--- src/rtl/stp_pkg.sv ---
// Shared constants, codes and the coil phase table for the stepper ramp driver.
package stp_pkg;

    localparam int unsigned DIV_WIDTH     = 32;
    localparam int unsigned CFG_WIDTH     = 32;
    localparam int unsigned CFG_IDX_WIDTH = 2;
    localparam int unsigned TARGET_WIDTH  = 17;
    localparam int unsigned OUT_RATE_W    = 17;
    localparam int unsigned RELOAD_WIDTH  = 31;
    localparam int unsigned COIL_WIDTH    = 4;
    localparam int unsigned S_TDATA_W     = 24;
    localparam int unsigned M_TDATA_W     = 56;
    localparam int unsigned M_TUSER_W     = 3;

    localparam logic CMD_TICK   = 1'b0;
    localparam logic CMD_TARGET = 1'b1;

    localparam logic [CFG_IDX_WIDTH-1:0] REG_ACC_LIMIT = 2'd0;
    localparam logic [CFG_IDX_WIDTH-1:0] REG_CLOCK_HZ  = 2'd1;

    localparam logic [CFG_WIDTH-1:0] ACC_LIMIT_RESET = 32'd10000;
    localparam logic [CFG_WIDTH-1:0] CLOCK_HZ_RESET  = 32'd50000000;

    typedef logic [1:0] phase_t;
    typedef logic [COIL_WIDTH-1:0] coil_t;

    // Full-step drive pattern, bits 3..0 = A1, A2, B1, B2.
    function automatic coil_t coil_lookup(input phase_t ph);
        coil_t pat;
        case (ph)
            2'd0:    pat = 4'hA;
            2'd1:    pat = 4'h9;
            2'd2:    pat = 4'h5;
            2'd3:    pat = 4'h6;
            default: pat = 4'hA;
        endcase
        return pat;
    endfunction

endpackage

--- src/rtl/stp_div.sv ---
// Radix-2 restoring divider, one quotient bit per cycle, shared by the ramp sequencer.
module stp_div #(
    parameter int unsigned DSR_WIDTH = 18
) (
    input  logic                          aclk,
    input  logic                          aresetn,
    input  logic                          start,
    input  logic [stp_pkg::DIV_WIDTH-1:0] dividend,
    input  logic [DSR_WIDTH-1:0]          divisor,
    output logic                          done,
    output logic [stp_pkg::DIV_WIDTH-1:0] quotient
);
    import stp_pkg::*;

    localparam int unsigned CNT_W = $clog2(DIV_WIDTH);

    logic [DIV_WIDTH-1:0] quo_reg, quo_next;
    logic [DSR_WIDTH-1:0] rem_reg, rem_next;
    logic [DSR_WIDTH-1:0] dsr_reg, dsr_next;
    logic [CNT_W-1:0]     cnt_reg, cnt_next;
    logic                 busy_reg, busy_next;
    logic                 done_reg, done_next;
    logic [DSR_WIDTH:0]   trial;
    logic [DSR_WIDTH:0]   diff;

    assign trial = {rem_reg, quo_reg[DIV_WIDTH-1]};
    assign diff  = trial - {1'b0, dsr_reg};

    always_comb begin
        quo_next  = quo_reg;
        rem_next  = rem_reg;
        dsr_next  = dsr_reg;
        cnt_next  = cnt_reg;
        busy_next = busy_reg;
        done_next = 1'b0;
        if (start) begin
            quo_next  = dividend;
            rem_next  = '0;
            dsr_next  = divisor;
            cnt_next  = '0;
            busy_next = 1'b1;
        end else if (busy_reg) begin
            // keep the partial remainder when the trial subtraction underflows
            if (!diff[DSR_WIDTH]) begin
                rem_next = diff[DSR_WIDTH-1:0];
                quo_next = {quo_reg[DIV_WIDTH-2:0], 1'b1};
            end else begin
                rem_next = trial[DSR_WIDTH-1:0];
                quo_next = {quo_reg[DIV_WIDTH-2:0], 1'b0};
            end
            cnt_next = cnt_reg + 1'b1;
            if (cnt_reg == CNT_W'(DIV_WIDTH - 1)) begin
                busy_next = 1'b0;
                done_next = 1'b1;
            end
        end
    end

    always_ff @(posedge aclk) begin
        if (!aresetn) begin
            busy_reg <= 1'b0;
            done_reg <= 1'b0;
            cnt_reg  <= '0;
        end else begin
            busy_reg <= busy_next;
            done_reg <= done_next;
            cnt_reg  <= cnt_next;
        end
        quo_reg <= quo_next;
        rem_reg <= rem_next;
        dsr_reg <= dsr_next;
    end

    assign done     = done_reg;
    assign quotient = quo_reg;

endmodule

--- src/rtl/stepper_phase_ramp_driver.sv ---
// Top level: full-step stepper driver with acceleration-limited rate ramp.
//
// Input stream (s_): s_tuser is the command (0 = step tick, 1 = new target),
// s_tdata carries the signed target rate. Every accepted word yields exactly one
// result word on the m_ stream: coil pattern for a tick, plus the ramped rate,
// direction and, when the rate moved toward its goal, a timer reload value
// (clock_hz / (2*|rate|)) or a stop flag at rate zero.
// Config port: cfg_we writes cfg_data into register cfg_index
// (0 = acc_limit, 1 = clock_hz); other indexes are ignored. Write only while idle.
// Timing: one word at a time. A word whose rate is already at its goal goes
// straight to the result; a ramp step from zero makes one pass through the
// shared radix-2 divider (reload), and a ramp step from a nonzero rate makes
// two (limit, then reload). No reload pass is made when the new rate is zero.
// The result sits in an output register, so the next word is accepted while it
// waits; if m_tready stays low, the sequencer holds its finished word until the
// output register frees up, and s_tready stays low meanwhile.
// Reset (aresetn low, synchronous): rate and goal zero, phase 0, direction
// forward, acc_limit 10000, clock_hz 50000000, output stream empty.
module stepper_phase_ramp_driver #(
    parameter int unsigned RATE_WIDTH = 17
) (
    input  logic                               aclk,
    input  logic                               aresetn,
    input  logic                               s_tvalid,
    output logic                               s_tready,
    input  logic [stp_pkg::S_TDATA_W-1:0]      s_tdata,   // [16:0] target_rate
    input  logic                               s_tuser,   // [0] command
    output logic                               m_tvalid,
    input  logic                               m_tready,
    // [3:0] coil_pattern, [34:4] reload_value, [51:35] current_rate, [52] direction
    output logic [stp_pkg::M_TDATA_W-1:0]      m_tdata,
    // [0] coil_valid, [1] reload_valid, [2] stopped
    output logic [stp_pkg::M_TUSER_W-1:0]      m_tuser,
    input  logic                               cfg_we,
    input  logic [stp_pkg::CFG_IDX_WIDTH-1:0]  cfg_index,
    input  logic [stp_pkg::CFG_WIDTH-1:0]      cfg_data
);
    import stp_pkg::*;

    localparam int unsigned RW = RATE_WIDTH;

    localparam logic [2:0] ST_IDLE   = 3'd0;
    localparam logic [2:0] ST_PREP   = 3'd1;
    localparam logic [2:0] ST_LIM    = 3'd2;
    localparam logic [2:0] ST_APPLY  = 3'd3;
    localparam logic [2:0] ST_CHK    = 3'd4;
    localparam logic [2:0] ST_RELOAD = 3'd5;
    localparam logic [2:0] ST_DONE   = 3'd6;

    logic [2:0]                state_reg, state_next;
    logic [CFG_WIDTH-1:0]      acc_reg, acc_next;
    logic [CFG_WIDTH-1:0]      clk_reg, clk_next;
    phase_t                    phase_reg, phase_next;
    logic signed [RW-1:0]      rate_reg, rate_next;
    logic signed [RW-1:0]      goal_reg, goal_next;
    logic                      fwd_reg, fwd_next;
    logic [RW-1:0]             delta_reg, delta_next;
    logic                      down_reg, down_next;
    logic                      nolim_reg, nolim_next;
    logic                      coil_v_reg, coil_v_next;
    coil_t                     coil_reg, coil_next;
    logic                      rld_v_reg, rld_v_next;
    logic [RELOAD_WIDTH-1:0]   rld_reg, rld_next;
    logic                      stop_reg, stop_next;
    logic                      m_valid_reg, m_valid_next;
    logic [M_TDATA_W-1:0]      m_data_reg, m_data_next;
    logic [M_TUSER_W-1:0]      m_user_reg, m_user_next;

    logic signed [TARGET_WIDTH-1:0] s_target;
    logic signed [RW:0]        rate_x;
    logic signed [RW:0]        goal_x;
    logic signed [RW:0]        diff;
    logic [RW:0]               diff_mag;
    logic [RW:0]               rate_mag;
    logic [RW:0]               div_dsr;
    logic signed [32:0]        rate_out_x;
    logic [RW-1:0]             step;
    logic                      div_start;
    logic [DIV_WIDTH-1:0]      div_dvd;
    logic                      div_done;
    logic [DIV_WIDTH-1:0]      div_quo;
    logic                      out_free;

    assign s_target   = s_tdata[TARGET_WIDTH-1:0];
    assign rate_x     = (RW+1)'(rate_reg);
    assign goal_x     = (RW+1)'(goal_reg);
    assign diff       = goal_x - rate_x;
    assign diff_mag   = diff[RW] ? (RW+1)'(-diff) : diff;
    assign rate_mag   = rate_x[RW] ? (RW+1)'(-rate_x) : rate_x;
    // twice the rate magnitude; |rate| never exceeds 2^(RW-1)
    assign div_dsr    = {rate_mag[RW-1:0], 1'b0};
    assign rate_out_x = 33'(rate_reg);
    assign out_free   = !m_valid_reg || m_tready;

    // clamp the ramp step to the acceleration limit unless starting from zero
    assign step = (nolim_reg || (DIV_WIDTH'(delta_reg) <= div_quo)) ? delta_reg
                                                                   : div_quo[RW-1:0];

    stp_div #(
        .DSR_WIDTH(RW + 1)
    ) u_div (
        .aclk     (aclk),
        .aresetn  (aresetn),
        .start    (div_start),
        .dividend (div_dvd),
        .divisor  (div_dsr),
        .done     (div_done),
        .quotient (div_quo)
    );

    always_comb begin
        state_next   = state_reg;
        acc_next     = acc_reg;
        clk_next     = clk_reg;
        phase_next   = phase_reg;
        rate_next    = rate_reg;
        goal_next    = goal_reg;
        fwd_next     = fwd_reg;
        delta_next   = delta_reg;
        down_next    = down_reg;
        nolim_next   = nolim_reg;
        coil_v_next  = coil_v_reg;
        coil_next    = coil_reg;
        rld_v_next   = rld_v_reg;
        rld_next     = rld_reg;
        stop_next    = stop_reg;
        m_valid_next = m_valid_reg;
        m_data_next  = m_data_reg;
        m_user_next  = m_user_reg;
        div_start    = 1'b0;
        div_dvd      = acc_reg;

        if (cfg_we) begin
            case (cfg_index)
                REG_ACC_LIMIT: acc_next = cfg_data;
                REG_CLOCK_HZ:  clk_next = cfg_data;
                default:       ;
            endcase
        end

        if (m_valid_reg && m_tready) begin
            m_valid_next = 1'b0;
        end

        case (state_reg)
            ST_IDLE: begin
                if (s_tvalid) begin
                    rld_v_next = 1'b0;
                    rld_next   = '0;
                    stop_next  = 1'b0;
                    if (s_tuser == CMD_TICK) begin
                        coil_v_next = 1'b1;
                        coil_next   = coil_lookup(phase_reg);
                        phase_next  = phase_reg + (fwd_reg ? 2'd1 : 2'd3);
                    end else begin
                        coil_v_next = 1'b0;
                        coil_next   = '0;
                        goal_next   = RW'(33'(s_target));
                    end
                    state_next = ST_PREP;
                end
            end
            ST_PREP: begin
                delta_next = diff_mag[RW-1:0];
                down_next  = diff[RW];
                nolim_next = (rate_reg == '0);
                if (rate_reg == goal_reg) begin
                    state_next = ST_DONE;
                end else if (rate_reg == '0) begin
                    state_next = ST_APPLY;
                end else begin
                    div_start  = 1'b1;
                    div_dvd    = acc_reg;
                    state_next = ST_LIM;
                end
            end
            ST_LIM: begin
                if (div_done) begin
                    state_next = ST_APPLY;
                end
            end
            ST_APPLY: begin
                rate_next  = down_reg ? RW'(rate_reg - step) : RW'(rate_reg + step);
                rld_v_next = 1'b1;
                state_next = ST_CHK;
            end
            ST_CHK: begin
                fwd_next = !rate_reg[RW-1];
                if (rate_reg == '0) begin
                    stop_next  = 1'b1;
                    rld_next   = '0;
                    state_next = ST_DONE;
                end else begin
                    div_start  = 1'b1;
                    div_dvd    = clk_reg;
                    state_next = ST_RELOAD;
                end
            end
            ST_RELOAD: begin
                if (div_done) begin
                    rld_next   = div_quo[RELOAD_WIDTH-1:0];
                    state_next = ST_DONE;
                end
            end
            ST_DONE: begin
                // hold the finished word until the output register frees up
                if (out_free) begin
                    m_valid_next = 1'b1;
                    m_data_next  = {3'b000, fwd_reg, rate_out_x[OUT_RATE_W-1:0],
                                    rld_reg, coil_reg};
                    m_user_next  = {stop_reg, rld_v_reg, coil_v_reg};
                    state_next   = ST_IDLE;
                end
            end
            default: begin
                state_next = ST_IDLE;
            end
        endcase
    end

    always_ff @(posedge aclk) begin
        if (!aresetn) begin
            state_reg   <= ST_IDLE;
            acc_reg     <= ACC_LIMIT_RESET;
            clk_reg     <= CLOCK_HZ_RESET;
            phase_reg   <= '0;
            rate_reg    <= '0;
            goal_reg    <= '0;
            fwd_reg     <= 1'b1;
            m_valid_reg <= 1'b0;
        end else begin
            state_reg   <= state_next;
            acc_reg     <= acc_next;
            clk_reg     <= clk_next;
            phase_reg   <= phase_next;
            rate_reg    <= rate_next;
            goal_reg    <= goal_next;
            fwd_reg     <= fwd_next;
            m_valid_reg <= m_valid_next;
        end
        delta_reg  <= delta_next;
        down_reg   <= down_next;
        nolim_reg  <= nolim_next;
        coil_v_reg <= coil_v_next;
        coil_reg   <= coil_next;
        rld_v_reg  <= rld_v_next;
        rld_reg    <= rld_next;
        stop_reg   <= stop_next;
        m_data_reg <= m_data_next;
        m_user_reg <= m_user_next;
    end

    assign s_tready = (state_reg == ST_IDLE);
    assign m_tvalid = m_valid_reg;
    assign m_tdata  = m_data_reg;
    assign m_tuser  = m_user_reg;

endmodule

--- config.mk ---
export PLATFORM = sky130hd
export DESIGN_NAME = stepper_phase_ramp_driver
export DESIGN_NICKNAME = d
export VERILOG_FILES = /design/src/rtl/stp_pkg.sv /design/src/rtl/stp_div.sv /design/src/rtl/stepper_phase_ramp_driver.sv
export SDC_FILE = /design/constraint.sdc
export NUM_CORES = 1
export LEC_CHECK = 0
export BUFFER_PORTS_ARGS = -buffer_cell sky130_fd_sc_hd__buf_2
export CORE_ASPECT_RATIO = 1.2
export CORE_UTILIZATION = 60
export DETAILED_ROUTE_END_ITERATION = 10
export GPL_TIMING_DRIVEN = 0
export HOLD_SLACK_MARGIN = 0.15
export PLACE_DENSITY = 0.8
export SLEW_MARGIN = 20
export SYNTH_ARGS = -nofsm -noshare
export SYNTH_HDL_FRONTEND = slang
export SYNTH_HIERARCHICAL = 1
export SYNTH_SLANG_ARGS = --single-unit
--- constraint.sdc ---
create_clock -name aclk -period 6.7 [get_ports aclk]
set_clock_uncertainty 0.15 [all_clocks]
set_input_delay 0.67 -clock aclk [delete_from_list [all_inputs] [get_ports aclk]]
set_output_delay 0.67 -clock aclk [all_outputs]
set_load 0.1 [all_outputs]
# After elaboration in Yosys (flattened, before gate mapping)
# Cells that the tools add are included.
# op_classes
muxes	39
eq_ne	17
n_lt_le_gt_ge	1
n_reduce_logical	25
n_addsub	8
n_bitwise	3
# op_table
operator	count
$mux 32	4
$mux 31	3
$pmux 31 s3	1
$mux 17	3
$neg 17->17	2
$le 17x32->1	1
$pmux 3 s7	1
$sub 19x18->19	1
$mux 18	1
$sub 17x17->18	1
$add 17x17->17	1
$eq 17x17->1	1
$logic_not 17->1	1
$sub 17x17->17	1
$mux 16	1
$pmux 4 s4	1
$mux 3	5
$mux 1	14
$reduce_and 2->1	5
$eq 3x3->1 const B	3
$reduce_and 3->1	3
$reduce_and 4->1	2
$eq 3x2->1 const B	2
$ne 2x2->1 const B	3
other kinds (19)	32
# word_totals
inputBits	64
word_cells	118
regBits	292

# Longest topological paths before layout
# Gate-level depths: netlist of run 1.
# depth
word_depth	5
depth_mapped	26

# Hierarchy
# The synthesis of run 1 kept the hierarchy.
# modules_own_cells
module	seq_area_each_um2	n_inst	cells_per_inst	area_each_um2
stepper_phase_ramp_driver	5495.3	1	1227	11471.0
stp_div	2001.9	1	368	4076.4

# Worst setup path before layout of run 1
# Ideal clock, no wire load.
# synth_timing
path_kind	reg2reg
from	reg delta_reg[13]
to	reg rate_reg[15]
slack_ns	1.442
t_arrival_ns	5.029
stages_incl_launch_ff	25
setup_time_ns	0.079
period_less_slack_ns	5.258
n_path_buf	3
cell_sequence	edfxtp_1 ha_1 nand4_2 or4_4 o211ai_2 a31o_1 buf_6 buf_2 buf_2 mux2_1 inv_1 ha_1 o21a_1 nor2_1 xor2_1 ha_1 o21a_1 o21a_1 nand3_1 a21oi_1 a2111oi_0 o31ai_1 a31oi_1 nand4_1 o211ai_1
# synth_between
elab_chain_cells	5
elab_cells_between_ends	6
# synth_rtl
item	line_no	rtl
start, declared	stepper_phase_ramp_driver.sv:57	logic [RW-1:0] delta_reg, delta_next;
start signal, assigned	stepper_phase_ramp_driver.sv:241	delta_reg <= delta_next;
$le 17x32->1	stepper_phase_ramp_driver.sv:96	assign step = (nolim_reg || (DIV_WIDTH'(delta_reg) <= div_quo)) ? delta_reg
$logic_or 1x1->1	stepper_phase_ramp_driver.sv:96	
$mux 17 *	stepper_phase_ramp_driver.sv:96	
$add 17x17->17 or $sub 17x17->17 (tied branches)	stepper_phase_ramp_driver.sv:183	rate_next = down_reg ? RW'(rate_reg - step) : RW'(rate_reg + step);
$mux 17 *	stepper_phase_ramp_driver.sv:183	
end signal, assigned	stepper_phase_ramp_driver.sv:236	rate_reg <= rate_next;
end, declared	stepper_phase_ramp_driver.sv:54	logic signed [RW-1:0] rate_reg, rate_next;
# Mark *: on every way between the ends. The rest lies on a longest branch, timed or not.
# A chain may end at the register's enable or synchronous reset.

# Worst setup path in the final report of run 1
# layout_timing
from	reg u_div.quo_reg[5] (netlist: u_div/quotient[5])
to	reg rate_reg[16]
# layout_between
elab_chain_cells	5
elab_cells_between_ends	6
# layout_rtl
item	line_no	rtl
start, declared	stp_div.sv:17	logic [DIV_WIDTH-1:0] quo_reg, quo_next;
start signal, assigned	stp_div.sv:69	quo_reg <= quo_next;
$le 17x32->1	stepper_phase_ramp_driver.sv:96	
$logic_or 1x1->1	stepper_phase_ramp_driver.sv:96	
$mux 17 *	stepper_phase_ramp_driver.sv:96	
$add 17x17->17 or $sub 17x17->17 (tied branches)	stepper_phase_ramp_driver.sv:183	
$mux 17 *	stepper_phase_ramp_driver.sv:183	
# Marks and branches as above.

==> flow_summary.yaml, run 1 <==
status:
  outcome: "completed"
final_layout:
  fin_area_um2: 17690
  fin_util_pct: 69.45
  fillerInstances: 1973
  synthToLayoutAreaGrowth_pct: 13.75
  fin_nets: 1890
  largest_reg_flops: 53
  final_cell_count_no_fill: 2098
  drive_gt1_share_pct: 15.78
  antenna_cells: 0
routing:
  drcViolationCount: 0
  drt.antenna.violating_nets: 0
  vias: 12810
  via_per_inst: 6.106
  wl_mm: 39.81
  drt_pre_antenna_iters: 5
  wl_per_cell_um: 18.98
  drt-initial-drc-count: 957
timing:
  setup_tns_ps: 0
  holdWs_ps: 186.8
  drv_slew: 0
  setup_viol_count_final: 0
  fmax_ghz: 0.1574
  rsz0062_at_grt: "no"
  tightestPinTransition_ps: 936.1
  worst_slack_ps: 344.8
  finalCriticalPeriod_ps: 6355
  slew_headroom_pct: 37.53
  post-route-period-util_pct: 94.85
  finalHoldViolCount: 0
synthesis:
  yosysWarnings: 6
  yosysMostFrequentCell: "nand2_1"
  syn_area_um2: 15550
  yosysUniqueCellTypes: 95
  ys_ff_latch: 293
  synth-seq-area-share_pct: 48.22
  synthTopCellsByArea: "edfxtp_1 (31%), dfxtp_1 (17%), ha_1 (6.2%), nand2_1 (5.9%), mux2_2 (4.6%)"
  synth_top_cell_by_area: "edfxtp_1"
  avgSynthCellArea_um2: 9.748
  yosys_most_used_dff: "edfxtp_1"
  synthArstFlopShare_pct: 0
  synth-edff-count: 163
  netlist_instances: 1595
  synthTopCellsByCount: "nand2_1 (243), edfxtp_1 (163), a21oi_1 (143)"
  yosysTopAreaCellShare_pct: 31.48
setup_path:
  worstSetupPathType: "reg -> reg"
  slowest_stage: "o41ai_1"
  cp.buffers_inverters: 5
  cp_common_cell: "ha_1"
  required_ps: 7040
  start_kind: "flip-flop"
  cp-end-kind: "flip-flop"
  path_delay_family: "compound AO/OA/AOI/OAI gates"
  critPathArrivalTime_ps: 6700
  cp_max_fo: 10
  cp_slowest_stage_delay_ps: 480
floorplanning:
  rows: 64
  die_w_um: 148.9
  ios: 125
  dieHeight_um: 178.3
  start_util_pct: 61.06
  die_area_um2: 26560
  core_region_area_um2: 25460
pwr:
  power_mw: 9.359
  leakage_nw: 6.947
  ir_drop_mv: 0.3702
  power.density_nw_per_um2: 529.2
global_route:
  overflow: 0
  grt_max_degree: 33
  grt_antenna_before_repair: 0
  grt_pass1_vias: 12290
  grt_pass1_wl_mm: 61.96
  grtUsageTotal_pct: 29.97
place:
  portBuffers: 113
  dp_cells: 2045
  dpl.hpwl_mm: 29.57
  place.gp.congestion: 0.9748
  placed_cell_area_um2: 16650
  post-place-ws_ps: 242.3
clock_network:
  cts-root-buf: "clkbuf_16"
  clock_sinks: 293
  cts_buffer_depth: 3
  clk_latency_ps: 570
  cts_inserted_buffers: 29
  h-tree-depth: 1
  cts_setup_buffers: 0
  path_clk_slew_ps: 70
  cts_tree: "done"
run:
  maxCapViolCount: 0
worst_hold_path:
  worstHoldPathType: "in -> reg"
-- power breakdown --
part           leakage [nW]  switching (mW)  internal (mW)
logic                  3.85            2.85           1.80
registers              2.59           0.358           2.62
clock network         0.510           0.702           1.03
total                  6.95            3.91           5.45
-- worst reg2reg max path, delay by kind of cell, from the launching register on --
| kind | cells | cell delay, ps |
|---|---|---|
| buf+inv | 5 | 950 |
| compound gates | 10 | 2510 |
| fa+ha+maj | 3 | 880 |
| mux | 2 | 590 |
| simple gates | 3 | 240 |
| flops | 1 | 440 |
| xor+xnor | 2 | 520 |
-- layer usage --
metal	vias to the layer above	share of wire (%)	track usage, %
met5	-	0	0
met4	0	4.1	12.80
met3	108	5.8	3.120
met2	483	51	54.50
met1	6202	39	35.73
li1	6018	-	-
-- what timing repair did --
item	CTS	global route
hold buffers	0	0
resized for setup	0	2
setup endpoints to repair	0	2
hold endpoints to repair	0	0
-- area by class of cell --
class	instances	area (um^2)	area share (%)
sequential	293	7497	42.39
buffer	74	304.0	1.719
tap	330	412.9	2.335
clock buffer	37	820.8	4.641
timing repair buffer	117	659.4	3.728
clock inverter	16	205.2	1.160
multi-input combinational	1150	7482	42.31
inverter	81	304.0	1.719
-- path summary, 6_finish.rpt --
path,start,end,slack [ps],depth (start not counted)
max,u_div/quotient[5]$_DFFE_PP_,rate_reg[16]$_SDFFE_PN0P_,340,25
min,cfg_data[13],acc_reg[13]$_SDFFE_PN1P_,190,3
max reg2reg,u_div/quotient[5]$_DFFE_PP_,rate_reg[16]$_SDFFE_PN0P_,340,25
min reg2reg,rld_v_reg$_DFFE_PP_,m_tuser[1]$_DFFE_PP_,270,0
-- cell families (layout without fill, tap and decap cells) --
group / after synthesis / in the layout / synth area share, %
simple gates: 574 / 574 / 17.30
compound gates: 336 / 336 / 13.87
flops: 293 / 293 / 48.22
buf+inv: 155 / 325 / 3.911
xor+xnor: 82 / 82 / 4.708
fa+ha+maj: 80 / 80 / 6.583
mux: 74 / 74 / 5.376
other cells: 1 / 4 / 0.02412
-- placed cells by master, fill, tap and decap left out, types with 9 or more instances in the layout --
cell type / Yosys / layout
and2_1: 19 / 19
nand3_1: 52 / 52
nand2_1: 243 / 242
xnor2_1: 58 / 58
o21ai_0: 52 / 52
nor2_1: 109 / 106
ha_1: 77 / 77
buf_2: 5 / 118
a21oi_1: 143 / 143
a311oi_1: 15 / 15
xor2_1: 23 / 23
nor3b_1: 9 / 9
nand4_1: 16 / 16
buf_1: 9 / 9
clkbuf_16: 0 / 30
nor3_1: 41 / 41
edfxtp_1: 163 / 163
and3_1: 12 / 12
clkbuf_1: 55 / 57
a21o_1: 17 / 17
nor4_1: 14 / 14
o21a_1: 19 / 19
nor2b_1: 12 / 11
dfxtp_1: 130 / 130
inv_1: 80 / 80
mux2_2: 64 / 64
Power figures use the tool's default switching activity.
==> inputs of run 2 (changes only) <==
--- a/config.mk
+++ b/config.mk
@@ -8,6 +8,7 @@
 export BUFFER_PORTS_ARGS = -buffer_cell sky130_fd_sc_hd__buf_2
 export CORE_ASPECT_RATIO = 1.2
 export CORE_UTILIZATION = 60
+export CTS_BUF_LIST = sky130_fd_sc_hd__clkbuf_16
 export DETAILED_ROUTE_END_ITERATION = 10
 export GPL_TIMING_DRIVEN = 0
 export HOLD_SLACK_MARGIN = 0.15
==> flow_summary.yaml, run 2 (synthesized netlist as in run 1, its figures left out) <==
place:
  dpl.hpwl_mm: 29.57
  portBuffers: 113
  place.gp.congestion: 0.9748
  placed_cell_area_um2: 16650
routing:
  vias: 12790
  drcViolationCount: 0
  drt_pre_antenna_iters: 5
  drt-initial-drc-count: 902
  wl_per_cell_um: 18.97
  wl_mm: 39.81
  drt.antenna.violating_nets: 0
  via_per_inst: 6.094
timing:
  drv_slew: 0
  finalHoldViolCount: 0
  setup_viol_count_final: 0
  rsz0062_at_grt: "no"
  slew_headroom_pct: 37.86
  fmax_ghz: 0.1577
  post-route-period-util_pct: 94.61
  finalCriticalPeriod_ps: 6339
  setup_tns_ps: 0
  tightestPinTransition_ps: 931.1
global_route:
  grt_pass1_wl_mm: 61.93
  globalRouteMet1Util_pct: 35.75
  top_usage_layer: "met2"
  grt_antenna_before_repair: 0
  grt_max_degree: 33
  met2_usage_pct: 54.46
  overflow: 0
  grt_pass1_vias: 12270
  grt_use_met3_pct: 3.120
  grtUsageTotal_pct: 29.96
setup_path:
  worstSetupPathType: "reg -> reg"
  path_delay_family: "compound AO/OA/AOI/OAI gates"
  slowest_stage: "o41ai_1"
  rr_startpoint: "u_div/quotient[5]$_DFFE_PP_"
  cp.buffers_inverters: 5
  crit_start: "u_div/quotient[5]$_DFFE_PP_"
  cp-end-kind: "flip-flop"
  cp_slowest_stage_delay_ps: 490
  cp_common_cell: "ha_1"
  critPathArrivalTime_ps: 6680
  start_kind: "flip-flop"
  required_ps: 7040
  cp_max_fo: 10
floorplanning:
  die_w_um: 148.9
  rows: 64
  core_region_area_um2: 25460
  ios: 125
  die_area_um2: 26560
  dieHeight_um: 178.3
  start_util_pct: 61.06
final_layout:
  final_cell_mix: "nand2_1 (242), edfxtp_1 (163), a21oi_1 (143), dfxtp_1 (130), buf_2 (118)"
  antenna_cells: 0
  final_common_cell: "nand2_1"
  drive_gt1_share_pct: 15.67
  largest_reg_flops: 53
  fin_nets: 1890
  fin_area_um2: 17640
  synthToLayoutAreaGrowth_pct: 13.47
clock_network:
  cts_setup_buffers: 0
  cts_buffer_depth: 3
  cts-resized-gates: 0
  cts_tree: "done"
  h-tree-depth: 1
  cts-root-buf: "clkbuf_16"
  clock_sinks: 293
  clk_latency_ps: 560
  path_clk_slew_ps: 70
  postCtsHoldBufs: 0
  cts_inserted_buffers: 29
status:
  outcome: "completed"
worst_hold_path:
  hold_start: "cfg_data[13]"
  worstHoldPathType: "in -> reg"
pwr:
  power_mw: 9.315
  ir_drop_mv: 0.3702
  power.density_nw_per_um2: 528.0
  leakage_nw: 6.942
run:
  maxCapViolCount: 0
run 2: layout make-up:
| class | instances | area (um^2) |
|---|---|---|
| fillers | 1984 | 7823 |
| clock buffers | 30 | 750.7 |
| plain buffers | 74 | 304.0 |
| clock inverters | 23 | 231.5 |
| inverters | 81 | 304.0 |
| well taps | 330 | 412.9 |
| multi-input cells | 1150 | 7482 |
| flip-flops and latches | 293 | 7497 |
| repair buffers | 117 | 659.4 |
run 2: final timing paths:
check        cells after the start                   endpoint  slack (ps)
max                             25  rate_reg[16]$_SDFFE_PN0P_         360
min                              3   acc_reg[13]$_SDFFE_PN1P_         190
max reg2reg                     25  rate_reg[16]$_SDFFE_PN0P_         360
min reg2reg                      0       m_tuser[1]$_DFFE_PP_         270
run 2: power by group:
part	switching, mW	total, mW	internal (mW)
Combinational	2.86	4.66	1.80
Clock	0.705	1.68	0.972
Sequential	0.358	2.98	2.62
Total	3.92	9.32	5.40
run 2: routing by layer:
| layer | routed length (um) | share of wire (%) |
|---|---|---|
| met1 | 15460 | 39 |
| met2 | 20450 | 51 |
| met3 | 2318 | 5.8 |
| met4 | 1576 | 4.0 |
| met5 | 0 | 0 |
run 2: metrics by stage:
| step | cells | hold slack (ps) | utilization, % | setup slack (ps) |
|---|---|---|---|---|
| 3_5_place_dp | 2045 | 254.5 | 65.40 | 242.3 |
| 2_1_floorplan | 1598 | 250.3 | - | 1442 |
| 5_1_grt | 2098 | 186.2 | 69.28 | 22.70 |
| 4_1_cts | 2098 | 176.8 | 69.26 | 214.6 |
| 3_3_place_gp | 2041 | 251.8 | 64.94 | 321.3 |
| 6_report | 2098 | 187.8 | 69.28 | 360.8 |
run 2: worst reg2reg max path, stage by stage, from the launching register on:
cell	delay (ps)
edfxtp_1	440
inv_1	200
ha_1	280
a211oi_1	270
nor2_1	90
o41ai_1	490
a31o_1	240
buf_6	150
buf_2	240
buf_2	280
mux2_1	400
inv_1	70
ha_1	260
o21a_1	190
nor2_1	50
xor2_1	290
ha_1	340
o21a_1	130
o31a_1	140
o221ai_1	420
o211ai_1	190
a31oi_1	300
o21ai_0	160
xnor3_1	210
nor2_2	100
mux2i_1	200
==> inputs of run 3 (changes only) <==
--- a/config.mk
+++ b/config.mk
@@ -7,12 +7,12 @@
 export LEC_CHECK = 0
 export BUFFER_PORTS_ARGS = -buffer_cell sky130_fd_sc_hd__buf_2
 export CORE_ASPECT_RATIO = 1.2
-export CORE_UTILIZATION = 60
+export CORE_UTILIZATION = 55
 export CTS_BUF_LIST = sky130_fd_sc_hd__clkbuf_16
 export DETAILED_ROUTE_END_ITERATION = 10
 export GPL_TIMING_DRIVEN = 0
 export HOLD_SLACK_MARGIN = 0.15
-export PLACE_DENSITY = 0.8
+export PLACE_DENSITY = 0.77
 export SLEW_MARGIN = 20
 export SYNTH_ARGS = -nofsm -noshare
 export SYNTH_HDL_FRONTEND = slang
==> constraint.sdc (replaced) <==
create_clock -name aclk -period 5.45 [get_ports aclk]
set_clock_uncertainty 0.15 [all_clocks]
set_input_delay 0.545 -clock aclk [delete_from_list [all_inputs] [get_ports aclk]]
set_output_delay 0.545 -clock aclk [all_outputs]
set_load 0.1 [all_outputs]
==> flow_summary.yaml, run 3 (synthesized netlist as in run 1, its figures left out) <==
clock_network:
  path_clk_slew_ps: 60
  cts_inserted_buffers: 30
  cts_tree: "done"
  clock_sinks: 293
  cts_buffer_depth: 3
  h-tree-depth: 1
  cts-root-buf: "clkbuf_16"
  clk_latency_ps: 580
final_layout:
  synthToLayoutAreaGrowth_pct: 20.30
  final_common_cell: "nand2_1"
  antenna_cells: 0
  fin_util_pct: 67.20
  drive_gt1_share_pct: 18.24
  fin_nets: 1973
  fin_area_um2: 18700
  multi_input_area_um2: 7686
  fillerInstances: 2092
  final_cell_mix: "nand2_1 (242), edfxtp_1 (163), a21oi_1 (140), dfxtp_1 (130), buf_2 (116)"
  final_cell_count_no_fill: 2232
  largest_reg_flops: 53
  regArea_um2: 7497
timing:
  holdWs_ps: 192.1
  finalCriticalPeriod_ps: 5374
  drv_slew: 0
  fmax_ghz: 0.1861
  tightestPinTransition_ps: 865.5
  setup_tns_ps: 0
  worst_slack_ps: 76.48
  finalHoldViolCount: 0
  slew_headroom_pct: 42.24
  post-route-period-util_pct: 98.60
  setup_viol_count_final: 0
floorplanning:
  core_region_area_um2: 27830
  ios: 125
  die_area_um2: 28950
  start_util_pct: 55.86
  die_w_um: 155.5
  dieHeight_um: 186.2
  rows: 67
status:
  outcome: "completed"
setup_path:
  timing.reg2reg.setup_slack_ps: 80
  critPathArrivalTime_ps: 5720
  r2r_end: "rate_reg[13]$_SDFFE_PN0P_"
  cp_max_fo: 10
  required_ps: 5800
  r2r_cells: 24
  path_delay_family: "compound AO/OA/AOI/OAI gates"
  crit_chain: "ha_4 -> nand4_2 -> or4_4 -> a21o_1 -> a31o_1 -> buf_6 -> buf_8 -> buf_6 -> mux2_4 -> inv_2 -> ha_4 -> o21a_1 -> nor2_2 -> xor2_2 -> ha_4 -> o21a_1 -> o21a_1 -> nand3_1 -> a21oi_2 -> a2111oi_4 -> o31ai_2 -> xor2_1 -> nand2_1 -> a21oi_1"
  cp_slowest_stage_delay_ps: 530
  cp-end-kind: "flip-flop"
  slowest_stage: "or4_4"
  worstSetupPathType: "reg -> reg"
  start_kind: "flip-flop"
  rr_startpoint: "delta_reg[15]$_DFFE_PP_"
  cp.buffers_inverters: 4
  crit_start: "delta_reg[15]$_DFFE_PP_"
global_route:
  grt_pass1_vias: 12290
  overflow: 0
  grtUsageTotal_pct: 27.50
  grt_max_degree: 33
  grt_antenna_before_repair: 0
  grt_pass1_wl_mm: 62.52
pwr:
  ir_drop_mv: 0.4364
  power.density_nw_per_um2: 634.5
  leakage_nw: 7.336
  power_mw: 11.87
routing:
  drcViolationCount: 0
  dr.max_layer_used: "met4"
  via_per_inst: 5.845
  wl_met3_mm: 2.800
  drt-initial-drc-count: 1137
  wl_per_cell_um: 18.20
  wl_mm: 40.62
  vias: 13050
  met2_wirelength_mm: 20.34
  drt_pre_antenna_iters: 5
  wl_met1_mm: 15.57
  drt.antenna.violating_nets: 0
place:
  dp_cells: 2094
  post-place-ws_ps: -888.1
  dpl.hpwl_mm: 28.93
  placed_cell_area_um2: 16710
  portBuffers: 113
  place.gp.congestion: 0.9910
worst_hold_path:
  worstHoldPathType: "in -> reg"
  hold_end: "acc_reg[23]$_SDFFE_PN0P_"
  hold_start: "cfg_index[1]"
  hold_depth: 4
run:
  maxCapViolCount: 0
run 3: cell count changes in the layout (fill, tap and decap cells not counted), moves of 3 or more:
cell,change
a21oi_2,+3
ha_4,+7
o21ai_0,-3
clkinv_2,-3
dlygate4sd3_1,+49
inv_2,+4
ha_1,-8
inv_1,-4
a21oi_1,-3
clkinv_1,+4
buf_4,+33
run 3: how the worst max path moves through the flow:
stage / endpoint / cells past startpoint
final: rate_reg[13]$_SDFFE_PN0P_ / 24
after global routing: rate_reg[15]$_SDFFE_PN0P_ / 25
after CTS: rate_reg[16]$_SDFFE_PN0P_ / 25
after detailed placement: rate_reg[15]$_SDFFE_PN0P_ / 24
after global placement: rate_reg[15]$_SDFFE_PN0P_ / 25
after floorplan: rate_reg[15]$_SDFFE_PN0P_ / 24
run 3: repair_timing:
item                                    CTS  global route
resized for setup                        19            29
hold buffers                             49             0
endpoints found under the setup margin    8             7
buffers inserted                         10            23
endpoints found under the hold margin    81             0
pin swaps                                 6            23
run 3: layout make-up:
| class | count | share of cell area, % |
|---|---|---|
| buffer | 74 | 1.713 |
| clock buffer | 30 | 4.014 |
| clock inverter | 26 | 1.499 |
| inverter | 81 | 1.626 |
| multi-input combinational | 1150 | 41.10 |
| sequential | 293 | 40.09 |
| tap | 379 | 2.535 |
| timing repair buffer | 199 | 7.432 |
run 3: layer usage:
| layer | vias up | track usage [%] |
|---|---|---|
| met5 | - | 0 |
| met4 | 0 | 13.41 |
| met3 | 131 | 3.661 |
| met2 | 547 | 49.24 |
| met1 | 6194 | 32.63 |
| li1 | 6175 | - |
run 3: power breakdown:
group	internal, mW	leakage (nW)	switching [mW]
combinational	2.44	4.24	3.65
sequential	3.22	2.59	0.434
clock	1.24	0.514	0.881
run 3: tightest hold or removal path, delay by kind of cell:
family	cells	cell delay [ps]
and+or+nand+nor	2	170
buffers and inverters	1	110
AOI/OAI and AO/OA	1	50
